`src/rtl/fol_pkg.sv`:
```
// Shared constants, codes and controller command type for the frequency-ordered lookup table.
// No dependencies; every other rtl file refers to this package by scoped names.

package fol_pkg;

    localparam int TABLE_DEPTH = 16;
    localparam int KEY_BITS    = 16;
    localparam int COUNT_BITS  = 16;

    localparam int IDX_W  = (TABLE_DEPTH > 1) ? $clog2(TABLE_DEPTH) : 1;
    localparam int FILL_W = $clog2(TABLE_DEPTH + 1);

    // port field widths (fixed by the interface)
    localparam int IN_KEY_W    = 16;
    localparam int OUT_STAT_W  = 2;
    localparam int OUT_POS_W   = 4;
    localparam int OUT_CNT_W   = 16;
    localparam int S_TDATA_W   = 16;
    localparam int M_FIELDS_W  = OUT_STAT_W + OUT_POS_W + OUT_CNT_W;
    localparam int M_TDATA_W   = ((M_FIELDS_W + 7) / 8) * 8;

    localparam logic REQ_APPEND = 1'b0;
    localparam logic REQ_LOCATE = 1'b1;

    localparam logic [OUT_STAT_W-1:0] ST_OK        = 2'd0;
    localparam logic [OUT_STAT_W-1:0] ST_NOT_FOUND = 2'd1;
    localparam logic [OUT_STAT_W-1:0] ST_FULL      = 2'd2;

    typedef struct packed {
        logic load;    // latch the incoming request
        logic find;    // search the table, register match and bumped count
        logic update;  // reorder or append, load the result register
    } fol_cmd_t;

endpackage

```
`src/rtl/frequency_ordered_lookup_table_core.sv`:
```
// Frequency-ordered lookup table: keys with access counts, kept in non-increasing count order.
// Input channel s_*: tuser = req_type (0 append at tail, 1 locate and bump), tdata = key.
// Result channel m_*: tdata = status, position, hit_count; one result per request.
// Status: 0 done or found, 1 key not found, 2 table full on append.
// A request is latched on acceptance and searched across all cells in parallel in the next
// cycle; the table is reordered (or the tail written) in the update step, which also loads
// the result register once the output register is free.
// The next request can be taken in the update step but not during a search, since
// the search of each request needs the table left by the one before.
// While the receiver stalls, the held result stays on m_tdata; a request already latched, or
// one taken while idle, finishes its search and waits in the update step, taking no other.
// Reset (aresetn low, synchronous) empties the table, clears all counts and drops m_tvalid.
// Depends on fol_pkg, fol_ctrl and fol_datapath.

module frequency_ordered_lookup_table_core (
    input  logic                            aclk,
    input  logic                            aresetn,
    input  logic                            s_tvalid,
    output logic                            s_tready,
    input  logic [fol_pkg::S_TDATA_W-1:0]   s_tdata,   // [15:0] key
    input  logic                            s_tuser,   // [0] req_type
    output logic                            m_tvalid,
    input  logic                            m_tready,
    output logic [fol_pkg::M_TDATA_W-1:0]   m_tdata    // [1:0] status, [5:2] position,
                                                       // [21:6] hit_count, rest zero
);

    fol_pkg::fol_cmd_t cmd;
    logic [fol_pkg::OUT_STAT_W-1:0] status;
    logic [fol_pkg::OUT_POS_W-1:0]  position;
    logic [fol_pkg::OUT_CNT_W-1:0]  hit_count;

    fol_ctrl u_ctrl (
        .aclk     (aclk),
        .aresetn  (aresetn),
        .s_tvalid (s_tvalid),
        .s_tready (s_tready),
        .m_tvalid (m_tvalid),
        .m_tready (m_tready),
        .cmd      (cmd)
    );

    fol_datapath u_dp (
        .aclk          (aclk),
        .aresetn       (aresetn),
        .cmd           (cmd),
        .in_req_type   (s_tuser),
        .in_key        (s_tdata),
        .out_status    (status),
        .out_position  (position),
        .out_hit_count (hit_count)
    );

    assign m_tdata = fol_pkg::M_TDATA_W'({hit_count, position, status});

endmodule

```
`src/rtl/fol_ctrl.sv`:
```
// Request sequencer for the frequency-ordered lookup table: accept, search, update.
// Depends on fol_pkg; drives the datapath through fol_pkg::fol_cmd_t.

module fol_ctrl (
    input  logic              aclk,
    input  logic              aresetn,
    input  logic              s_tvalid,
    output logic              s_tready,
    output logic              m_tvalid,
    input  logic              m_tready,
    output fol_pkg::fol_cmd_t cmd
);

    localparam logic [1:0] S_IDLE   = 2'd0;
    localparam logic [1:0] S_FIND   = 2'd1;
    localparam logic [1:0] S_UPDATE = 2'd2;

    logic [1:0] state_reg, state_next;
    logic       m_valid_reg, m_valid_next;
    logic       out_free;

    assign out_free = !m_valid_reg || m_tready;
    // a new request may be latched in the same cycle the table is updated
    assign s_tready = (state_reg == S_IDLE) || ((state_reg == S_UPDATE) && out_free);
    assign m_tvalid = m_valid_reg;

    assign cmd.load   = s_tvalid && s_tready;
    assign cmd.find   = (state_reg == S_FIND);
    assign cmd.update = (state_reg == S_UPDATE) && out_free;

    always_comb begin
        state_next = state_reg;
        unique case (state_reg)
            S_IDLE: begin
                if (cmd.load) state_next = S_FIND;
            end
            S_FIND: begin
                state_next = S_UPDATE;
            end
            S_UPDATE: begin
                if (out_free) state_next = cmd.load ? S_FIND : S_IDLE;
            end
            default: begin
                state_next = S_IDLE;
            end
        endcase
    end

    always_comb begin
        m_valid_next = m_valid_reg;
        if (cmd.update) m_valid_next = 1'b1;
        else if (m_tready) m_valid_next = 1'b0;
    end

    always_ff @(posedge aclk) begin
        if (!aresetn) begin
            state_reg   <= S_IDLE;
            m_valid_reg <= 1'b0;
        end else begin
            state_reg   <= state_next;
            m_valid_reg <= m_valid_next;
        end
    end

endmodule

```
`src/rtl/fol_datapath.sv`:
```
// Table cells, parallel key search, count-ordered move and result register.
// Depends on fol_pkg; sequenced by fol_ctrl through fol_pkg::fol_cmd_t.

module fol_datapath (
    input  logic                             aclk,
    input  logic                             aresetn,
    input  fol_pkg::fol_cmd_t                cmd,
    input  logic                             in_req_type,
    input  logic [fol_pkg::IN_KEY_W-1:0]     in_key,
    output logic [fol_pkg::OUT_STAT_W-1:0]   out_status,
    output logic [fol_pkg::OUT_POS_W-1:0]    out_position,
    output logic [fol_pkg::OUT_CNT_W-1:0]    out_hit_count
);

    localparam int DEPTH = fol_pkg::TABLE_DEPTH;
    localparam int KW    = fol_pkg::KEY_BITS;
    localparam int CW    = fol_pkg::COUNT_BITS;
    localparam int IW    = fol_pkg::IDX_W;
    localparam int FW    = fol_pkg::FILL_W;
    localparam logic [CW-1:0] CNT_MAX = {CW{1'b1}};

    logic [KW-1:0] key_cell_reg [DEPTH];
    logic [CW-1:0] cnt_cell_reg [DEPTH];
    logic [FW-1:0] fill_reg;

    logic          req_type_reg;
    logic [KW-1:0] key_reg;
    logic          hit_reg;
    logic [IW-1:0] match_reg;
    logic [CW-1:0] new_cnt_reg;

    logic [fol_pkg::OUT_STAT_W-1:0] status_reg;
    logic [fol_pkg::OUT_POS_W-1:0]  position_reg;
    logic [fol_pkg::OUT_CNT_W-1:0]  hit_count_reg;

    logic [KW-1:0]  key_masked;
    logic [63:0]    key_wide;
    logic [DEPTH-1:0] eq_vec, lower_vec;
    logic           hit_next;
    logic [IW-1:0]  match_next;
    logic [CW-1:0]  old_cnt;
    logic [IW-1:0]  dest;
    logic           full;
    logic [IW-1:0]  tail_idx;

    assign key_wide   = 64'(in_key);
    assign key_masked = key_wide[KW-1:0];
    assign full       = (fill_reg >= FW'(DEPTH));
    assign tail_idx   = fill_reg[IW-1:0];

    function automatic logic [fol_pkg::OUT_POS_W-1:0] to_pos(input logic [IW-1:0] idx);
        logic [31:0] t;
        t = 32'(idx);
        return t[fol_pkg::OUT_POS_W-1:0];
    endfunction

    function automatic logic [fol_pkg::OUT_CNT_W-1:0] to_cnt(input logic [CW-1:0] c);
        logic [31:0] t;
        t = 32'(c);
        return t[fol_pkg::OUT_CNT_W-1:0];
    endfunction

    // search: per-cell compare over the filled slots, first match wins
    always_comb begin
        for (int i = 0; i < DEPTH; i++) begin
            eq_vec[i] = (FW'(i) < fill_reg) && (key_cell_reg[i] == key_reg);
        end
        hit_next   = |eq_vec;
        match_next = '0;
        for (int i = DEPTH - 1; i >= 0; i--) begin
            if (eq_vec[i]) match_next = IW'(i);
        end
    end

    assign old_cnt = cnt_cell_reg[match_next];

    // move: entry goes in front of the first slot ahead of it with a lower count
    always_comb begin
        for (int i = 0; i < DEPTH; i++) begin
            lower_vec[i] = (IW'(i) < match_reg) && (cnt_cell_reg[i] < new_cnt_reg);
        end
        dest = match_reg;
        for (int i = DEPTH - 1; i >= 0; i--) begin
            if (lower_vec[i]) dest = IW'(i);
        end
    end

    always_ff @(posedge aclk) begin
        if (cmd.load) begin
            req_type_reg <= in_req_type;
            key_reg      <= key_masked;
        end
        if (cmd.find) begin
            hit_reg     <= hit_next;
            match_reg   <= match_next;
            new_cnt_reg <= (old_cnt == CNT_MAX) ? old_cnt : old_cnt + 1'b1;
        end
        if (cmd.update) begin
            if (req_type_reg == fol_pkg::REQ_APPEND) begin
                status_reg    <= full ? fol_pkg::ST_FULL : fol_pkg::ST_OK;
                position_reg  <= full ? '0 : to_pos(tail_idx);
                hit_count_reg <= '0;
            end else if (hit_reg) begin
                status_reg    <= fol_pkg::ST_OK;
                position_reg  <= to_pos(dest);
                hit_count_reg <= to_cnt(new_cnt_reg);
            end else begin
                status_reg    <= fol_pkg::ST_NOT_FOUND;
                position_reg  <= '0;
                hit_count_reg <= '0;
            end
        end
    end

    always_ff @(posedge aclk) begin
        if (!aresetn) begin
            fill_reg <= '0;
        end else if (cmd.update && (req_type_reg == fol_pkg::REQ_APPEND) && !full) begin
            fill_reg <= fill_reg + 1'b1;
        end
    end

    for (genvar g = 0; g < DEPTH; g++) begin : g_cell
        logic take_new, take_prev, take_tail;

        assign take_tail = cmd.update && (req_type_reg == fol_pkg::REQ_APPEND) && !full
                           && (tail_idx == IW'(g));
        assign take_new  = cmd.update && (req_type_reg == fol_pkg::REQ_LOCATE) && hit_reg
                           && (dest == IW'(g));
        if (g > 0) begin : g_shift
            assign take_prev = cmd.update && (req_type_reg == fol_pkg::REQ_LOCATE) && hit_reg
                               && (IW'(g) > dest) && (IW'(g) <= match_reg);
        end else begin : g_front
            assign take_prev = 1'b0;
        end

        always_ff @(posedge aclk) begin
            if (take_tail || take_new) begin
                key_cell_reg[g] <= key_reg;
            end else if (take_prev) begin
                key_cell_reg[g] <= key_cell_reg[(g > 0) ? g - 1 : 0];
            end
        end

        always_ff @(posedge aclk) begin
            if (!aresetn) begin
                cnt_cell_reg[g] <= '0;
            end else if (take_tail) begin
                cnt_cell_reg[g] <= '0;
            end else if (take_new) begin
                cnt_cell_reg[g] <= new_cnt_reg;
            end else if (take_prev) begin
                cnt_cell_reg[g] <= cnt_cell_reg[(g > 0) ? g - 1 : 0];
            end
        end
    end

    assign out_status    = status_reg;
    assign out_position  = position_reg;
    assign out_hit_count = hit_count_reg;

endmodule

```
`config.mk`:
```
export PLATFORM = sky130hd
export DESIGN_NAME = frequency_ordered_lookup_table_core
export DESIGN_NICKNAME = d
export VERILOG_FILES = /design/src/rtl/fol_pkg.sv /design/src/rtl/frequency_ordered_lookup_table_core.sv /design/src/rtl/fol_ctrl.sv /design/src/rtl/fol_datapath.sv
export SDC_FILE = /design/constraint.sdc
export NUM_CORES = 2
export LEC_CHECK = 0
export BUFFER_PORTS_ARGS = -buffer_cell sky130_fd_sc_hd__buf_2
export CORE_ASPECT_RATIO = 1.25
export CORE_MARGIN = 2
export CORE_UTILIZATION = 65
export CTS_CLUSTER_DIAMETER = 40
export DETAILED_ROUTE_END_ITERATION = 8
export PLACE_DENSITY = 0.82
export SYNTH_ARGS = -nofsm -noshare
export SYNTH_HDL_FRONTEND = slang
export SYNTH_HIERARCHICAL = 1
export SYNTH_SLANG_ARGS = --single-unit
```
`constraint.sdc`:
```
create_clock -name aclk -period 6.9 [get_ports aclk]
set_input_delay 0.69 -clock aclk [delete_from_list [all_inputs] [get_ports aclk]]
set_output_delay 0.69 -clock aclk [all_outputs]
set_load 0.05 [all_outputs]
```
==> results.md <==
STA:
- The number of hold-slack violations in the final timing report is 0.
- Across all setup checks in the final design, the least slack found is 0.3145 ns.
- For the finished layout, the period the worst path requires is 6.586 ns.
- Setup violations remaining at the end of the flow were counted as 0.
- The final clock skew is 0.02695 ns.
- The worst-margin pin slew is 1.286 ns.
- The maximum frequency from static timing analysis is 151.8 MHz.
- Setup repair after global routing left no endpoint under its margin.
- The worst pin sits at a relative slew slack of 13.96%.
- The part of the cycle the worst path needs is 95.44%.
- The final hold slack is 0.2257 ns.
- The count of pins over their slew limit came to 0.
- Setup total negative slack on the finished layout was measured at 0 ns.

CTS:
- The clock tree from TritonCTS is yes.
- The worst-skew pair later-pin latency is 0.64 ns.
- The clock edge transition at the registers on the reported setup and hold paths is 0.06 ns.
- The clock passes through at most 3 buffers.
- The cell sitting at the root of the clock tree is a sky130_fd_sc_hd__clkbuf_16.
- The tree built by TritonCTS fans out to 580 sinks.
- Buffers inserted during clock tree synthesis total 82.
- The clock tree synthesis step divided the H-tree into 3 levels.
- Hold repair after CTS inserted 0 buffers.

Synthesis:
- The count of flip-flops with a built-in enable after synthesis is 572.
- After synthesis, flip-flops and latches occupy 46.76% of the total area.
- The netlist uses 109 different library cells.
- For this run, asynchronously set or reset flops after synthesis account for 0%.
- The number of instances in the synthesized netlist is 3,019.
- In this run the cell area of the synthesized design comes to 0.03708 sq mm.
- The leading register cell type out of synthesis is sky130_fd_sc_hd__edfxtp_1.
- After synthesis the netlist holds a flip-flop and latch count of 580.
- The average instance in the mapped netlist occupies 12.28 sq um.
- The yosys synthesis warning count is 6.

Pwr:
- The worst-case vdd ir drop is 0.2803 mV.
- The ratio of total power to cell area is 228.1 mW/mm^2.
- The analysis attributes to cell leakage a power of 15.41 nW.
- The power after layout is 0.009422 W.

Setup path:
- Walking the worst path, the cells encountered are inv_1 -> ha_1 -> a21oi_1 -> nor2b_1 -> o21ai_0 -> nand2b_1 -> a2111oi_0 -> o21ai_1 -> o211ai_1 -> a21oi_1 -> a211oi_4 -> nor4_4 -> nor3_4 -> and3_1 -> a22o_1.
- For the worst setup path, the data arrival time is 7.08 ns.
- The type of element capturing the critical path is a flop.
- The most frequent cell on the critical path is sky130_fd_sc_hd__a21oi_1.
- Data on the critical path is required at its endpoint by 7.40 ns.
- The type of the setup path with the least slack is reg2reg.
- For this design, the slowest cell found on the critical path is sky130_fd_sc_hd__a2111oi_0.
- The startpoint class of the critical path is a flop.
- Of all nets on the critical path, the largest fanout is 18.
- The maximum cell stage delay along the critical path is 0.86 ns.

Detailed routing:
- The routed wirelength normalized by instance count is 31.16 um.
- In the routed design, unresolved DRC markers number 0.
- In this run the remaining antenna-violating nets after routing total 0.
- The number of detailed-route iterations in the first pass is 6.
- The per-cell via count in the routed design is 7.324.
- The routed wire length is 121,900 um.
- The count of vias placed by the detailed router is 28,653.
- After the first detailed-routing iteration, the DRC count stood at 3,613.

Layout:
- The most common library cell in the layout ignoring fill and taps is sky130_fd_sc_hd__edfxtp_1.
- The filler cell count in the final layout is 3,715.
- In the layout the commonest cells are sky130_fd_sc_hd__edfxtp_1 (572), sky130_fd_sc_hd__mux2_2 (236), sky130_fd_sc_hd__ha_1 (230).
- Compared with the post-synthesis result, the final layout area differs by 11.42%.
- The proportion of layout cells with a drive suffix above 1 is 21.14%.
- The number of nets in the layout is 3,353.
- After routing the design area is 0.04131 sq mm.

GRT:
- The remaining global-route overflow is 0.
- The via count of the first global-routing pass came to 29,292.
- The total routing resource utilization after global routing is 41.52%.
- Entering global routing, the biggest net connects 35 pins.
- The initial antenna violation count came to 2.
- The first-pass GRT wire length is 182,600 um.

Placed design:
- In this run the cell area measured after placement is 0.03839 sq mm.
- The post-placement setup slack is 0.7198 ns.
- Summed over all nets, the half-perimeter wirelength after detailed placement is 89,200 um.
- At the end of routability-driven placement, the weighted congestion stood at 1.065.
- In this run the tool buffered the top-level ports with 44 buffer cells.

Hold path:
- In this run the worst hold path is classified as in2reg.

Floorplan:
- The width of the die is 217.6 um.
- The vertical extent of the die is 271.0 um.
- The core region is 0.05619 sq mm.
- Pin placement for this block handled 47 I/O pins.
- After floorplanning, the core was divided into 97 placement rows.
- The initial utilization of the core area, before any placement, comes to 65.99%.
- The area of the die is 0.05898 sq mm.

Status:
- The flow ran to the end, and the final reports show no timing, DRC or antenna violations.

Job:
- The number of max-cap violations is 0.
==> worst max-delay path, delay by kind of cell (launching register included) <==
family	cells	cell delay (ns)
buffers and inverters	1	0.64
and+or+nand+nor	5	1.70
adders and majority gates	1	0.38
DFF	1	0.42
AOI/OAI and AO/OA	8	3.28
==> worst paths after layout <==
check                                          from                        to  slack (ns)  cells past startpoint
worst max-delay path            u_dp/new_cnt_reg[9]  u_dp/cnt_cell_reg[7][14]        0.31                     15
worst min-delay path                    s_tdata[11]          u_dp/key_reg[11]        0.23                      1
worst min register to register  u_ctrl/state_reg[0]       u_ctrl/state_reg[0]        0.57                      1
worst max register to register  u_dp/new_cnt_reg[9]  u_dp/cnt_cell_reg[7][14]        0.31                     15
==> repair_timing <==
item / 4_1_cts / 5_1_grt
buffers inserted: 0 / 0
endpoints found under the setup margin: 0 / 16
hold endpoints to repair: 0 / 0
resized for setup: 0 / 1
==> cell type report <==
cell class                 count  area [sq um]  area share (%)
antenna                        1         2.502        0.006057
clock buffer                  93          2136           5.170
clock inverter                58         777.0           1.881
inverter                      39         146.4          0.3544
multi-input combinational   2199         18490           44.77
sequential                   580         17340           41.96
tap                          742         928.4           2.247
timing repair buffer         200          1491           3.610
==> routing by layer <==
layer  track usage [%]  wire [um]  vias up
li1                  -          -    11969
met1             47.64      41040    13834
met2             66.34      56750     2134
met3             9.073      11950      716
met4             34.48      12150        0
met5                 0          0        -
==> cells in the mapped netlist, types with 18 or more instances <==
cell type                  count  area, sq um
sky130_fd_sc_hd__a32o_1       26        260.3
sky130_fd_sc_hd__a22o_1      217         1901
sky130_fd_sc_hd__nand2_1     138        518.0
sky130_fd_sc_hd__nor3_1       50        250.2
sky130_fd_sc_hd__edfxtp_1    572        17180
sky130_fd_sc_hd__nand4_1      59        369.1
sky130_fd_sc_hd__nor4_1       59        369.1
sky130_fd_sc_hd__buf_2        53        265.3
sky130_fd_sc_hd__nor2b_1      19        118.9
sky130_fd_sc_hd__clkbuf_1     83        311.6
sky130_fd_sc_hd__xor2_1      150         1314
sky130_fd_sc_hd__nand2b_1     34        212.7
sky130_fd_sc_hd__ha_1        230         2878
sky130_fd_sc_hd__xnor2_1     114        998.5
sky130_fd_sc_hd__buf_4        33        247.7
sky130_fd_sc_hd__o211ai_1     21        157.7
sky130_fd_sc_hd__a21oi_1      70        350.3
sky130_fd_sc_hd__mux2i_1     115         1151
sky130_fd_sc_hd__o21ai_0      52        260.3
sky130_fd_sc_hd__and3_1       21        131.4
sky130_fd_sc_hd__nor2_1      108        405.4
sky130_fd_sc_hd__a21o_1       92        690.7
sky130_fd_sc_hd__mux2_2      236         2658
sky130_fd_sc_hd__nand3_1      69        345.3
sky130_fd_sc_hd__buf_6        29        326.6
sky130_fd_sc_hd__inv_1        35        131.4
sky130_fd_sc_hd__nor4b_1      18        157.7
==> through the flow <==
step / cells / utilization, %
3_3_place_gp: 3760 / 68.32
2_1_floorplan: 3020 / -
4_1_cts: 3911 / 73.51
5_1_grt: 3911 / 73.51
3_5_place_dp: 3760 / 68.32
6_report: 3912 / 73.52
==> power breakdown <==
group          total, W  internal (W)  switching (W)
registers       0.00407       0.00396       0.000108
clock network   0.00453       0.00282        0.00171
logic          0.000828      0.000308       0.000520
total           0.00942       0.00709        0.00234
==> kinds of logic after synthesis <==
logic type / after synthesis / share of synthesized area, %
buffers and inverters: 241 / 3.570
xor gates and xnor gates: 264 / 6.236
adders and majority gates: 230 / 7.761
DFF: 580 / 46.76
muxes: 379 / 11.61
other: 1 / 0.01011
AOI/OAI and AO/OA: 618 / 13.17
and+or+nand+nor: 706 / 10.89
No activity file was read; power rests on OpenSTA's default activity.
